==> config.mk <==
export PLATFORM = sky130hd
export DESIGN_NAME = line_sensor_array_calibrate_locate
export DESIGN_NICKNAME = d
export VERILOG_FILES = /design/src/lsa_pkg.sv /design/src/lsa_divider.sv /design/src/line_sensor_array_calibrate_locate.sv
export VERILOG_INCLUDE_DIRS = /design/src /design/src/src
export SDC_FILE = /design/constraint.sdc
export NUM_CORES = 2
export LEC_CHECK = 0
export BUFFER_PORTS_ARGS = -buffer_cell sky130_fd_sc_hd__clkbuf_2
export CAP_MARGIN = 5
export CORE_UTILIZATION = 53
export DETAILED_ROUTE_END_ITERATION = 8
export PLACE_DENSITY = 0.82
export SETUP_SLACK_MARGIN = 0.15
export SYNTH_ARGS = -nofsm -noshare
export SYNTH_HDL_FRONTEND = slang
export SYNTH_SLANG_ARGS = --single-unit
==> constraint.sdc <==
create_clock -name aclk -period 8.7 [get_ports aclk]
set_input_delay 1.74 -clock aclk [delete_from_list [all_inputs] [get_ports aclk]]
set_output_delay 1.74 -clock aclk [all_outputs]
set_load 0.02 [all_outputs]
==> src/line_sensor_array_calibrate_locate_defines.svh <==
// assertion macros for the line sensor block
`ifndef LINE_SENSOR_ARRAY_CALIBRATE_LOCATE_DEFINES_SVH
`define LINE_SENSOR_ARRAY_CALIBRATE_LOCATE_DEFINES_SVH
`ifndef ASSERT_OFF
`define LSA_ASSERT(label, clk, rstn, prop) \
    label: assert property (@(posedge clk) disable iff (!rstn) prop) \
        else $error("assertion failed");
`define LSA_ASSERT_NORST(label, clk, prop) \
    label: assert property (@(posedge clk) prop) else $error("assertion failed");
`else
`define LSA_ASSERT(label, clk, rstn, prop)
`define LSA_ASSERT_NORST(label, clk, prop)
`endif
`endif

==> src/lsa_pkg.sv <==
// ----------------------------------------------------------------------------
// lsa_pkg
// shared constants and types of the line sensor array block
// ----------------------------------------------------------------------------
package lsa_pkg;
    localparam int SENSOR_COUNT = 6;
    localparam int SIDX_W = $clog2(SENSOR_COUNT);
    localparam logic [15:0] TIMEOUT_TICKS = 16'hFFFF;
    localparam logic [9:0] LEVEL_FULL = 10'd1000;

    localparam logic [1:0] KIND_CLEAR = 2'd0;
    localparam logic [1:0] KIND_CAL = 2'd1;
    localparam logic [1:0] KIND_MEASURE = 2'd2;

    localparam logic [2:0] LINE_NONE = 3'd0;
    localparam logic [2:0] LINE_STRAIGHT = 3'd1;
    localparam logic [2:0] LINE_LEFT = 3'd2;
    localparam logic [2:0] LINE_RIGHT = 3'd3;
    localparam logic [2:0] LINE_FULL = 3'd4;

    localparam logic [1:0] REG_WHITE = 2'd0;
    localparam logic [1:0] REG_NOISE = 2'd1;
    localparam logic [1:0] REG_LINE = 2'd2;
    localparam logic [1:0] REG_SIDE = 2'd3;

    // divider operands: 27-bit dividend magnitude, 17-bit divisor magnitude
    localparam int DIV_NW = 27;
    localparam int DIV_DW = 17;

    typedef struct packed {
        logic                start;
        logic [DIV_NW-1:0]   num;
        logic [DIV_DW-1:0]   den;
    } div_req_t;

    typedef struct packed {
        logic                done;
        logic                busy;
        logic [DIV_NW-1:0]   quo;
    } div_rsp_t;
endpackage

==> src/lsa_divider.sv <==
// ----------------------------------------------------------------------------
// lsa_divider
// unsigned restoring divider, one quotient bit per cycle
// ----------------------------------------------------------------------------
module lsa_divider (
    input  logic              aclk,
    input  logic              aresetn,
    input  lsa_pkg::div_req_t req,
    output lsa_pkg::div_rsp_t rsp
);
    import lsa_pkg::*;
    `include "line_sensor_array_calibrate_locate_defines.svh"

    localparam int CNT_W = $clog2(DIV_NW + 1);

    logic [DIV_NW-1:0] quo_reg, quo_next;
    logic [DIV_DW-1:0] rem_reg, rem_next;
    logic [DIV_DW-1:0] den_reg, den_next;
    logic [CNT_W-1:0]  cnt_reg, cnt_next;
    logic              busy_reg, busy_next;
    logic              done_reg, done_next;
    logic [DIV_DW:0]   trial;

    // one shift-subtract step per cycle
    always_comb begin
        quo_next = quo_reg;
        rem_next = rem_reg;
        den_next = den_reg;
        cnt_next = cnt_reg;
        busy_next = busy_reg;
        done_next = 1'b0;
        trial = {rem_reg, quo_reg[DIV_NW-1]} - {1'b0, den_reg};
        if (req.start) begin
            quo_next = req.num;
            rem_next = '0;
            den_next = req.den;
            cnt_next = CNT_W'(DIV_NW);
            busy_next = 1'b1;
        end else if (busy_reg) begin
            if (!trial[DIV_DW]) begin
                rem_next = trial[DIV_DW-1:0];
                quo_next = {quo_reg[DIV_NW-2:0], 1'b1};
            end else begin
                rem_next = {rem_reg[DIV_DW-2:0], quo_reg[DIV_NW-1]};
                quo_next = {quo_reg[DIV_NW-2:0], 1'b0};
            end
            cnt_next = cnt_reg - 1'b1;
            if (cnt_reg == CNT_W'(1)) begin
                busy_next = 1'b0;
                done_next = 1'b1;
            end
        end
    end

    always_ff @(posedge aclk) begin
        quo_reg <= quo_next;
        rem_reg <= rem_next;
        den_reg <= den_next;
        if (!aresetn) begin
            cnt_reg <= '0;
            busy_reg <= 1'b0;
            done_reg <= 1'b0;
        end else begin
            cnt_reg <= cnt_next;
            busy_reg <= busy_next;
            done_reg <= done_next;
        end
    end

    assign rsp.done = done_reg;
    assign rsp.busy = busy_reg;
    assign rsp.quo = quo_reg;

    `LSA_ASSERT(a_done_after_busy, aclk, aresetn, rsp.done |-> !busy_reg)
    `LSA_ASSERT(a_busy_counts, aclk, aresetn, busy_reg |-> cnt_reg != '0)
    `LSA_ASSERT(a_done_one_cycle, aclk, aresetn, done_reg |=> !done_reg)
endmodule

==> src/line_sensor_array_calibrate_locate.sv <==
// ----------------------------------------------------------------------------
// line_sensor_array_calibrate_locate
// calibration and weighted line location for a six-sensor reflectance array
// ----------------------------------------------------------------------------
// one scan beat enters on s_axis; kind 0 clears the calibration, kind 1 widens
// each sensor's min/max, kind 2 measures and gives one m_axis beat with six
// levels, the line position and the line kind; kind 3 is dropped.
// clear, calibrate and dropped beats are taken while idle and can follow back
// to back. a measure beat runs the six level divisions, the position sums and
// the position division (skipped on a zero sum) before its result beat is
// loaded, and the next scan is taken only after that; one shared bit-serial
// divider does all of these divisions.
// s_axis_tready is low while a measure is in progress.
// a stall on m_axis holds the result in the output register; further scans
// are still taken, and a following measure waits in its last state until
// the held beat leaves.
// reset (aresetn low, synchronous) sets the calibration to min 65535, max 0
// and the registers to 0, 64, 96, 1500. the user writes registers through
// cfg_we / cfg_addr / cfg_wdata only while the block is idle (not enforced).
// ----------------------------------------------------------------------------
module line_sensor_array_calibrate_locate (
    input  logic         aclk,
    input  logic         aresetn,
    input  logic         s_axis_tvalid,
    output logic         s_axis_tready,
    // tdata: raw_0 .. raw_5, 16 bits each, low bits first
    input  logic [95:0]  s_axis_tdata,
    // tuser: kind
    input  logic [1:0]   s_axis_tuser,
    output logic         m_axis_tvalid,
    input  logic         m_axis_tready,
    // tdata: level_0 .. level_5 (10 each), line_position (13), line_kind (3)
    output logic [79:0]  m_axis_tdata,
    input  logic         cfg_we,
    input  logic [1:0]   cfg_addr,
    input  logic [12:0]  cfg_wdata
);
    import lsa_pkg::*;
    `include "line_sensor_array_calibrate_locate_defines.svh"

    localparam logic [2:0] ST_IDLE = 3'd0;
    localparam logic [2:0] ST_LSTART = 3'd1;
    localparam logic [2:0] ST_LWAIT = 3'd2;
    localparam logic [2:0] ST_PSUM = 3'd3;
    localparam logic [2:0] ST_PWAIT = 3'd4;
    localparam logic [2:0] ST_OUT = 3'd5;

    logic [2:0] st_reg, st_next;
    logic [15:0] cmin_reg [SENSOR_COUNT];
    logic [15:0] cmax_reg [SENSOR_COUNT];
    logic [15:0] raw_reg [SENSOR_COUNT];
    logic [9:0]  lv_reg [SENSOR_COUNT];
    logic [SIDX_W-1:0] idx_reg;
    logic neg_reg, zero_reg;
    logic white_reg;
    logic [9:0] noise_reg, lthr_reg;
    logic [12:0] side_reg;
    logic [25:0] acc_reg;
    logic [12:0] sum_reg;
    logic [12:0] pos_reg;
    logic [2:0]  lkind_reg;
    logic        mvalid_reg;
    logic [79:0] mdata_reg;
    logic [79:0] res_word;
    logic        m_free;

    div_req_t dreq;
    div_rsp_t drsp;

    lsa_divider u_div (.aclk(aclk), .aresetn(aresetn), .req(dreq), .rsp(drsp));

    // level operands for the sensor at idx
    logic signed [17:0] num_s, den_s;
    logic signed [27:0] prod_s;
    logic [DIV_NW-1:0] num_mag;
    logic [DIV_DW-1:0] den_mag;
    always_comb begin
        num_s = $signed({2'b0, raw_reg[idx_reg]}) - $signed({2'b0, cmin_reg[idx_reg]});
        den_s = $signed({2'b0, cmax_reg[idx_reg]}) - $signed({2'b0, cmin_reg[idx_reg]});
        prod_s = 28'(num_s) * 28'sd1000;
        num_mag = prod_s[27] ? DIV_NW'(-prod_s) : DIV_NW'(prod_s);
        den_mag = den_s[17] ? DIV_DW'(-den_s) : DIV_DW'(den_s);
    end

    // clamp of the signed quotient
    logic [9:0] lv_new;
    always_comb begin
        if (zero_reg || drsp.quo == '0) lv_new = '0;
        else if (neg_reg) lv_new = '0;
        else if (drsp.quo > DIV_NW'(LEVEL_FULL)) lv_new = LEVEL_FULL;
        else lv_new = drsp.quo[9:0];
    end

    // position terms, one sensor a cycle
    logic [9:0] pv;
    logic [12:0] wgt;
    always_comb begin
        pv = white_reg ? LEVEL_FULL - lv_reg[idx_reg] : lv_reg[idx_reg];
        wgt = 13'(({10'd0, idx_reg} + 13'd1) * 13'd1000);
    end

    // line classification from the finished levels
    logic [2:0] cls;
    logic [12:0] lsum, rsum, tsum;
    logic all_dark, ol, orr;
    always_comb begin
        lsum = '0;
        rsum = '0;
        all_dark = 1'b1;
        for (int i = 0; i < SENSOR_COUNT; i++) begin
            if (lv_reg[i] < lthr_reg) all_dark = 1'b0;
            if (lv_reg[i] > lthr_reg) begin
                if (i < SENSOR_COUNT / 2) lsum = lsum + 13'(lv_reg[i]);
                else rsum = rsum + 13'(lv_reg[i]);
            end
        end
        tsum = lsum + rsum;
        ol = lv_reg[0] >= lthr_reg;
        orr = lv_reg[SENSOR_COUNT-1] >= lthr_reg;
        if (all_dark) cls = LINE_FULL;
        else if (ol && !orr && lsum > side_reg && rsum < side_reg) cls = LINE_LEFT;
        else if (!ol && orr && rsum > side_reg && lsum < side_reg) cls = LINE_RIGHT;
        else if (ol && orr && rsum > side_reg && lsum > side_reg) cls = LINE_FULL;
        else if (tsum == '0) cls = LINE_NONE;
        else cls = LINE_STRAIGHT;
    end

    logic s_acc;
    assign s_acc = s_axis_tvalid && s_axis_tready;
    assign s_axis_tready = (st_reg == ST_IDLE);
    assign m_free = !mvalid_reg || m_axis_tready;

    // sequencer
    always_comb begin
        st_next = st_reg;
        dreq.start = 1'b0;
        dreq.num = num_mag;
        dreq.den = den_mag;
        case (st_reg)
            ST_IDLE: if (s_acc && s_axis_tuser == KIND_MEASURE) st_next = ST_LSTART;
            ST_LSTART: begin
                dreq.start = 1'b1;
                st_next = ST_LWAIT;
            end
            ST_LWAIT: if (drsp.done) begin
                st_next = (idx_reg == SIDX_W'(SENSOR_COUNT - 1)) ? ST_PSUM : ST_LSTART;
            end
            ST_PSUM: if (idx_reg == SIDX_W'(SENSOR_COUNT - 1)) st_next = ST_PWAIT;
            ST_PWAIT: begin
                if (!drsp.busy && !drsp.done && sum_reg != '0) begin
                    dreq.start = 1'b1;
                    dreq.num = DIV_NW'(acc_reg);
                    dreq.den = DIV_DW'(sum_reg);
                end
                if (drsp.done || sum_reg == '0) st_next = ST_OUT;
            end
            ST_OUT: if (m_free) st_next = ST_IDLE;
            default: st_next = ST_IDLE;
        endcase
    end

    // result word from the finished measure
    always_comb begin
        for (int i = 0; i < SENSOR_COUNT; i++) res_word[10*i +: 10] = lv_reg[i];
        res_word[72:60] = pos_reg;
        res_word[75:73] = lkind_reg;
        res_word[79:76] = '0;
    end

    // datapath and state registers
    always_ff @(posedge aclk) begin
        if (!aresetn) begin
            st_reg <= ST_IDLE;
            mvalid_reg <= 1'b0;
            white_reg <= 1'b0;
            noise_reg <= 10'd64;
            lthr_reg <= 10'd96;
            side_reg <= 13'd1500;
            idx_reg <= '0;
            for (int i = 0; i < SENSOR_COUNT; i++) begin
                cmin_reg[i] <= TIMEOUT_TICKS;
                cmax_reg[i] <= '0;
            end
        end else begin
            st_reg <= st_next;
            if (cfg_we) begin
                case (cfg_addr)
                    REG_WHITE: white_reg <= cfg_wdata[0];
                    REG_NOISE: noise_reg <= cfg_wdata[9:0];
                    REG_LINE: lthr_reg <= cfg_wdata[9:0];
                    REG_SIDE: side_reg <= cfg_wdata;
                    default: ;
                endcase
            end
            // output beat valid flag
            if (st_reg == ST_OUT && m_free) mvalid_reg <= 1'b1;
            else if (m_axis_tvalid && m_axis_tready) mvalid_reg <= 1'b0;
            case (st_reg)
                ST_IDLE: if (s_acc) begin
                    idx_reg <= '0;
                    acc_reg <= '0;
                    sum_reg <= '0;
                    for (int i = 0; i < SENSOR_COUNT; i++) begin
                        raw_reg[i] <= (s_axis_tdata[16*i +: 16] == TIMEOUT_TICKS)
                            ? cmax_reg[i] : s_axis_tdata[16*i +: 16];
                        if (s_axis_tuser == KIND_CLEAR) begin
                            cmin_reg[i] <= TIMEOUT_TICKS;
                            cmax_reg[i] <= '0;
                        end else if (s_axis_tuser == KIND_CAL) begin
                            if (s_axis_tdata[16*i +: 16] != TIMEOUT_TICKS) begin
                                if (s_axis_tdata[16*i +: 16] < cmin_reg[i])
                                    cmin_reg[i] <= s_axis_tdata[16*i +: 16];
                                if (s_axis_tdata[16*i +: 16] > cmax_reg[i])
                                    cmax_reg[i] <= s_axis_tdata[16*i +: 16];
                            end else if (cmax_reg[i] < cmin_reg[i]) begin
                                cmin_reg[i] <= cmax_reg[i];
                            end
                        end
                    end
                end
                ST_LSTART: begin
                    neg_reg <= prod_s[27] ^ den_s[17];
                    zero_reg <= den_s == '0;
                end
                ST_LWAIT: if (drsp.done) begin
                    lv_reg[idx_reg] <= lv_new;
                    idx_reg <= (idx_reg == SIDX_W'(SENSOR_COUNT - 1)) ? '0 : idx_reg + 1'b1;
                end
                ST_PSUM: begin
                    if (pv > noise_reg) begin
                        acc_reg <= acc_reg + 26'(pv) * 26'(wgt);
                        sum_reg <= sum_reg + 13'(pv);
                    end
                    idx_reg <= (idx_reg == SIDX_W'(SENSOR_COUNT - 1)) ? '0 : idx_reg + 1'b1;
                end
                ST_PWAIT: if (drsp.done || sum_reg == '0) begin
                    pos_reg <= (sum_reg == '0) ? '0 : drsp.quo[12:0];
                    lkind_reg <= cls;
                end
                ST_OUT: if (m_free) mdata_reg <= res_word;
                default: ;
            endcase
        end
    end

    assign m_axis_tdata = mdata_reg;
    assign m_axis_tvalid = mvalid_reg;

    `LSA_ASSERT(a_no_accept_busy, aclk, aresetn, (st_reg != ST_IDLE) |-> !s_axis_tready)
    `LSA_ASSERT(a_out_hold, aclk, aresetn,
        (m_axis_tvalid && !m_axis_tready) |=> m_axis_tvalid && $stable(m_axis_tdata))
    `LSA_ASSERT(a_out_wait, aclk, aresetn,
        (st_reg == ST_OUT && m_axis_tvalid && !m_axis_tready) |=> st_reg == ST_OUT)
endmodule

=== Word-level counts from Yosys, hierarchy flattened ===
Memories as Yosys holds them, arrays and structs flattened. A register that Yosys moved wholly into a read port is not among the register bits.
Cells that the tools add are included.

* Bits in writable memories: 348
* Input bits: 118
* Word-level logic and storage cells: 451
* Register bits after elaboration: 242
* Memories kept: 4
* Output and inout bits: 82

{| class="wikitable"
|+ Memories
! memory !! depth !! bits a word !! read ports !! clocked after memory_dff !! write ports !! line !! text
|-
| cmax_reg || 6 || 16 || 7 || 1 || 6 || line_sensor_array_calibrate_locate.sv:50 || <nowiki>logic [15:0] cmax_reg [SENSOR_COUNT];</nowiki>
|-
| cmin_reg || 6 || 16 || 7 || 1 || 6 || line_sensor_array_calibrate_locate.sv:49 || <nowiki>logic [15:0] cmin_reg [SENSOR_COUNT];</nowiki>
|-
| raw_reg || 6 || 16 || 1 || 1 || 6 || line_sensor_array_calibrate_locate.sv:51 || <nowiki>logic [15:0] raw_reg [SENSOR_COUNT];</nowiki>
|-
| lv_reg || 6 || 10 || 7 || 1 || 1 || line_sensor_array_calibrate_locate.sv:52 || <nowiki>logic [9:0] lv_reg [SENSOR_COUNT];</nowiki>
|}

* Reductions and logical operators: 48
* Multipliers: 3
* Order comparisons: 38
* Bitwise operators: 33
* Multiplexer cells: 256
* Equality and inequality tests: 31
* Add/subtract/negate cells: 16

{| class="wikitable"
|+ Operators with widths
! kind !! number
|-
| $mux 16 || 36
|-
| $lt 16x16->1 || 12
|-
| $mux 1 || 172
|-
| $eq 16x16->1 const B || 6
|-
| $gt 16x16->1 || 6
|-
| $ne 16x16->1 const B || 6
|-
| $mux 27 || 3
|-
| $mux 13 || 6
|-
| $gt 10x10->1 || 7
|-
| $add 13x10->13 || 5
|-
| $lt 10x10->1 || 6
|-
| $mux 10 || 6
|-
| $mux 3 || 19
|-
| $mux 26 || 2
|-
| $pmux 26 s2 || 1
|-
| $mux 45 || 1
|-
| $mux 44 || 1
|-
| $mux 17 || 2
|-
| $sub 16x16->17 || 2
|-
| $or 1x1->1 || 30
|-
| $gt 27x10->1 const B || 1
|-
| $logic_not 27->1 || 1
|-
| $neg 27->27 || 1
|-
| $add 26x23->26 || 1
|-
| other kinds (45) || 92
|}

=== Logic depth before layout (Yosys ltp) ===
An unclocked memory read counts as a cell.

* Depth in word-level cells: 13
* Gate-level depth with buffers: 42
* Mapped depth without buffers: 42

=== Modules after synthesis ===
A second synthesis with hierarchy kept.

* Cell total of the unflattened synthesis: 4,681
* Area, all modules: 48,614.1 µm²

{| class="wikitable"
|+ Modules (own cells, without submodules)
! module !! sequential area each (µm²) !! area each (µm²) !! cells each !! instances
|-
| line_sensor_array_calibrate_locate || 15,835.2 || 44,963.1 || 4,359 || 1
|-
| lsa_divider || 1,801.7 || 3,651.0 || 322 || 1
|}

=== Worst setup path after synthesis ===
Ideal clock, no wire load.

* Path kind: register to register
* Start: register idx_reg[1]
* End: register acc_reg[24], data pin
* Path slack: -0.700 ns
* Buffers on the path: 0
* Library setup time: 0.266 ns
* Cell stages (with the launch flop): 39
* Data arrival time: 9.134 ns
* Data required time: 8.434 ns
* Period minus slack after synthesis: 9.400 ns
* Cell sequence: dfxtp_1 -> inv_1 -> ha_1 -> clkinv_1 -> fa_1 -> inv_1 -> fa_1 -> inv_1 -> ha_1 -> nor2b_1 -> o21ai_0 -> nand2b_1 -> a21oi_1 -> o22ai_1 -> xnor2_1 -> inv_1 -> nand2_1 -> fa_1 -> (+3 left out) -> fa_1 -> inv_1 -> fa_1 -> inv_1 -> ha_1 -> a311o_1 -> and2_1 -> o21a_1 -> nor2_1 -> xnor2_1 -> ha_1 -> or3_1 -> o31ai_1 -> o21ai_0 -> o21ai_0 -> o22ai_1 -> xnor2_1 -> nor2_1

* Word-level cells in the longest chain between the ends: 6

{| class="wikitable"
|+ RTL lines
! element !! line !! text
|-
| start, declared || line_sensor_array_calibrate_locate.sv:53 || <nowiki>logic [SIDX_W-1:0] idx_reg;</nowiki>
|-
| start signal, assigned || line_sensor_array_calibrate_locate.sv:227 || <nowiki>idx_reg <= (idx_reg == SIDX_W'(SENSOR_COUNT - 1)) ? '0 : idx_reg + 1'b1;</nowiki>
|-
| start signal, assigned || line_sensor_array_calibrate_locate.sv:234 || <nowiki>idx_reg <= (idx_reg == SIDX_W'(SENSOR_COUNT - 1)) ? '0 : idx_reg + 1'b1;</nowiki>
|-
| $add 3x1->4 || line_sensor_array_calibrate_locate.sv:99 || <nowiki>wgt = 13'(({10'd0, idx_reg} + 13'd1) * 13'd1000);</nowiki>
|-
| $mul 4x7->10 || line_sensor_array_calibrate_locate.sv:99 ||
|-
| $mul 10x10->20 || line_sensor_array_calibrate_locate.sv:231 || <nowiki>acc_reg <= acc_reg + 26'(pv) * 26'(wgt);</nowiki>
|-
| $add 26x23->26 || line_sensor_array_calibrate_locate.sv:231 ||
|-
| $mux 26 || line_sensor_array_calibrate_locate.sv:230 || <nowiki>if (pv > noise_reg) begin</nowiki>
|-
| $pmux 26 s2 || line_sensor_array_calibrate_locate.sv:198 || <nowiki>case (st_reg)</nowiki>
|-
| end signal, assigned || line_sensor_array_calibrate_locate.sv:231 ||
|-
| end, declared || line_sensor_array_calibrate_locate.sv:58 || <nowiki>logic [25:0] acc_reg;</nowiki>
|}

Every way passes these cells. The select of a mux whose other input is x is not followed.
A chain may end at the register's enable or synchronous reset.

=== Worst setup path in the final report ===
* Start: register idx_reg[1]
* End: register acc_reg[23], data pin

The elaborated chain is that of the path after synthesis.

==> flow_metrics.py <==
metrics = {
    "route": {
        "viasPerCell": 6.19,
        "drt_iter0_drc": 3857,
        "wl_mm": 139,
        "drc": 0,
        "vias": 38400,
        "wl_per_cell_um": 22.5,
        "drt_first_pass_iters": 6,
        "ant_nets": 0,
    },
    "clock_tree": {
        "insertion_delay_ns": 0.64,
        "numClockSinks": 610,
        "htree_levels": 3,
        "path_clk_slew_ns": 0.07,
        "cts_tree": "built",
        "clockBufferDepth": 3,
        "ctsHoldBuffers": 0,
        "numCtsBuffers": 69,
        "clock_tree.root_cell": "clkbuf_16",
    },
    "placed_design": {
        "post_dp_cell_area_um2": 51600,
        "dp.final_hpwl_mm": 107,
        "port_buffers": 195,
        "place_inst": 6049,
        "gp_congestion": 0.986,
    },
    "floorplanning": {
        "pin_count": 200,
        "die-area_um2": 92500,
        "core-area_um2": 90300,
        "die_y_um": 304,
        "initial_utilization_pct": 53.6,
        "rows": 110,
        "fp.dieW_um": 304,
    },
    "setup_path": {
        "path_class": "flop to flop",
        "critical_path_arrival_ns": 8.90,
        "crit_slowest_cell": "fa_1",
        "setup.worst_path.end_class": "flop",
        "path_common_cell": "fa_1",
        "critPathMaxFanout": 5,
        "critPathLaunchType": "flop",
        "cp_data_required_time_ns": 9.07,
        "critPathMaxStageDelay_ns": 0.55,
    },
    "synth": {
        "synth_common_cells": "ha_1 (639), edfxtp_1 (542), inv_1 (542)",
        "synth_top_cell_by_area": "edfxtp_1",
        "synth_area_leaders": "edfxtp_1 (34%), ha_1 (17%), fa_1 (5.8%), inv_1 (4.2%), mux4_2 (3.2%)",
        "synth_area_um2": 48400,
        "yosysMostFrequentCell": "ha_1",
        "synth_cells": 4666,
        "synthFlopType": "edfxtp_1",
        "synth_top_area_share_pct": 33.6,
        "yosysSeqAreaShare_pct": 36.4,
        "synthesis.area_per_instance_um2": 10.4,
        "synth_edf_count": 542,
        "synth.distinct_cells": 84,
        "ys_async_sr_fraction_pct": 0,
        "synth_warnings": 0,
        "synth-seq-cells": 610,
    },
    "pwr": {
        "power.share.clock_pct": 15.1,
        "swShare_pct": 43.2,
        "p_int_w": 0.0110,
        "pwr_density_cell_nw_per_um2": 353,
        "p_switching_w": 0.00835,
        "power_w": 0.0193,
        "p_leak_nw": 24.1,
        "power.share.sequential_pct": 18.9,
        "combinationalPowerShare_pct": 66.0,
        "max-vdd-ir-drop_mv": 0.587,
    },
    "sta": {
        "hold_viol": 0,
        "relSlewSlack_pct": 11.4,
        "fmax_ghz": 0.117,
        "min_period_ns": 8.53,
        "finalCritPeriodShare_pct": 98.0,
        "final.setup_skew_ns": 0.0344,
        "worstMarginPinSlew_ns": 1.32,
        "finalMaxSlewViolations": 0,
        "setup_viol": 0,
        "rsz0062_at_grt": "yes",
    },
    "global_route": {
        "grt_max_degree": 77,
        "grt_use_total_pct": 29.5,
        "grt_pass1_wl_mm": 213,
        "grt_pass1_vias": 38100,
        "antenna_found_initial": 4,
        "overflow": 0,
    },
    "finish": {
        "fillCellCount": 7082,
        "final_layout_size_suffix_gt1_share_pct": 14.8,
        "final_cell_area_um2": 54700,
        "finish.utilization_pct": 60.6,
        "num-nets-final": 5872,
        "final_cells": 6204,
        "area_growth_pct": 13.1,
        "n_antenna_cell": 0,
    },
    "worst_hold_path": {
        "hold_path.class": "flop to flop",
    },
    "outcome": {
        "outcome": "finished, final reports clean",
    },
    "job": {
        "cap_violations": 0,
    },
}
## logic make-up (layout without fill, tap and decap cells)
group           count (synthesis)  count (layout)  share of synthesized area [%]
xor+xnor                      191             191                           3.47
fa+ha+maj                     780             780                           22.4
simple gates                 1101            1101                           11.2
mux                           212             212                           6.31
compound gates               1091            1091                           14.8
other cells                     1               5                        0.00775
flops                         610             610                           36.4
buf+inv                       680            1038                           5.35
## worst paths after layout
path | slack (ns) | cells past startpoint | from | endpoint
worst max-delay path | 0.17 | 38 | idx_reg[1] | acc_reg[23]
worst max register to register | 0.17 | 38 | idx_reg[1] | acc_reg[23]
worst min-delay path | 0.43 | 0 | pos_reg[3] | m_axis_tdata[63]
worst min register to register | 0.43 | 0 | pos_reg[3] | m_axis_tdata[63]
## power by group through the flow
| stage | clock [W] | combinational [W] | sequential [W] |
|---|---|---|---|
| detailed placement | 0 | 0.0115 | 0.00369 |
| floorplan | 0 | 0.00840 | 0.00360 |
| global route | 0.00304 | 0.0141 | 0.00366 |
| CTS | 0.00295 | 0.0118 | 0.00364 |
| finish | 0.00292 | 0.0128 | 0.00365 |
| global placement | 0 | 0.0111 | 0.00369 |
## placed cells by master, fill, tap and decap left out, types with 27 or more instances in the layout
cell	n
a21boi_0	65
a21o_1	136
a21oi_1	237
and2_1	102
buf_4	162
clkbuf_16	73
clkbuf_2	195
dfxtp_1	63
edfxtp_1	542
fa_1	139
ha_1	615
inv_1	531
mux2_2	64
mux2i_1	78
mux4_2	68
nand2_1	293
nand2b_1	50
nand3_1	53
nand4_1	81
nor2_1	264
nor2b_1	68
nor3_1	51
nor4_1	27
o211ai_1	38
o21a_1	92
o21ai_0	237
o22a_1	81
xnor2_1	119
xor2_1	58
## area by class of cell
class                      count  area (um^2)  area share, %
inverter                     544         2050           3.75
tap                         1176         1470           2.69
clock inverter                37          347          0.633
timing repair buffer         369         2380           4.35
sequential                   610        17700           32.3
clock buffer                  88         1880           3.44
multi-input combinational   3380        28900           52.9
## through the flow
step	hold WS (ns)	TNS [ns]	setup WS (ns)
3_3_place_gp	0.403	0	0.0324
2_1_floorplan	0.400	0	0.157
6_report	0.425	0	0.174
3_5_place_dp	0.412	-0.191	-0.127
5_1_grt	0.429	-0.471	-0.173
4_1_cts	0.426	0	0.153
## critical path, delay by kind of cell (launching register included)
kind | cells | cell delay, ns
AOI/OAI and AO/OA | 10 | 1.51
buffers and inverters | 7 | 0.51
DFF | 1 | 0.40
adders and majority gates | 11 | 4.51
xor gates and xnor gates | 3 | 0.50
and+or+nand+nor | 7 | 0.85
## timing repair
item,4_1_cts,5_1_grt
gates resized for setup,25,92
endpoints found under the setup margin,8,34
gates cloned,0,1
endpoints found under the hold margin,0,0
pin swaps,29,71
buffers inserted,16,13
## routing by layer
layer | share of wire [%] | global-route usage [%] | vias up
met5 | 0.027 | 0 | -
met4 | 6.5 | 17.1 | 6
met3 | 7.8 | 3.81 | 504
met2 | 48 | 49.7 | 1938
met1 | 38 | 36.6 | 18500
li1 | - | - | 17500
(Power assumes the default switching activity.)
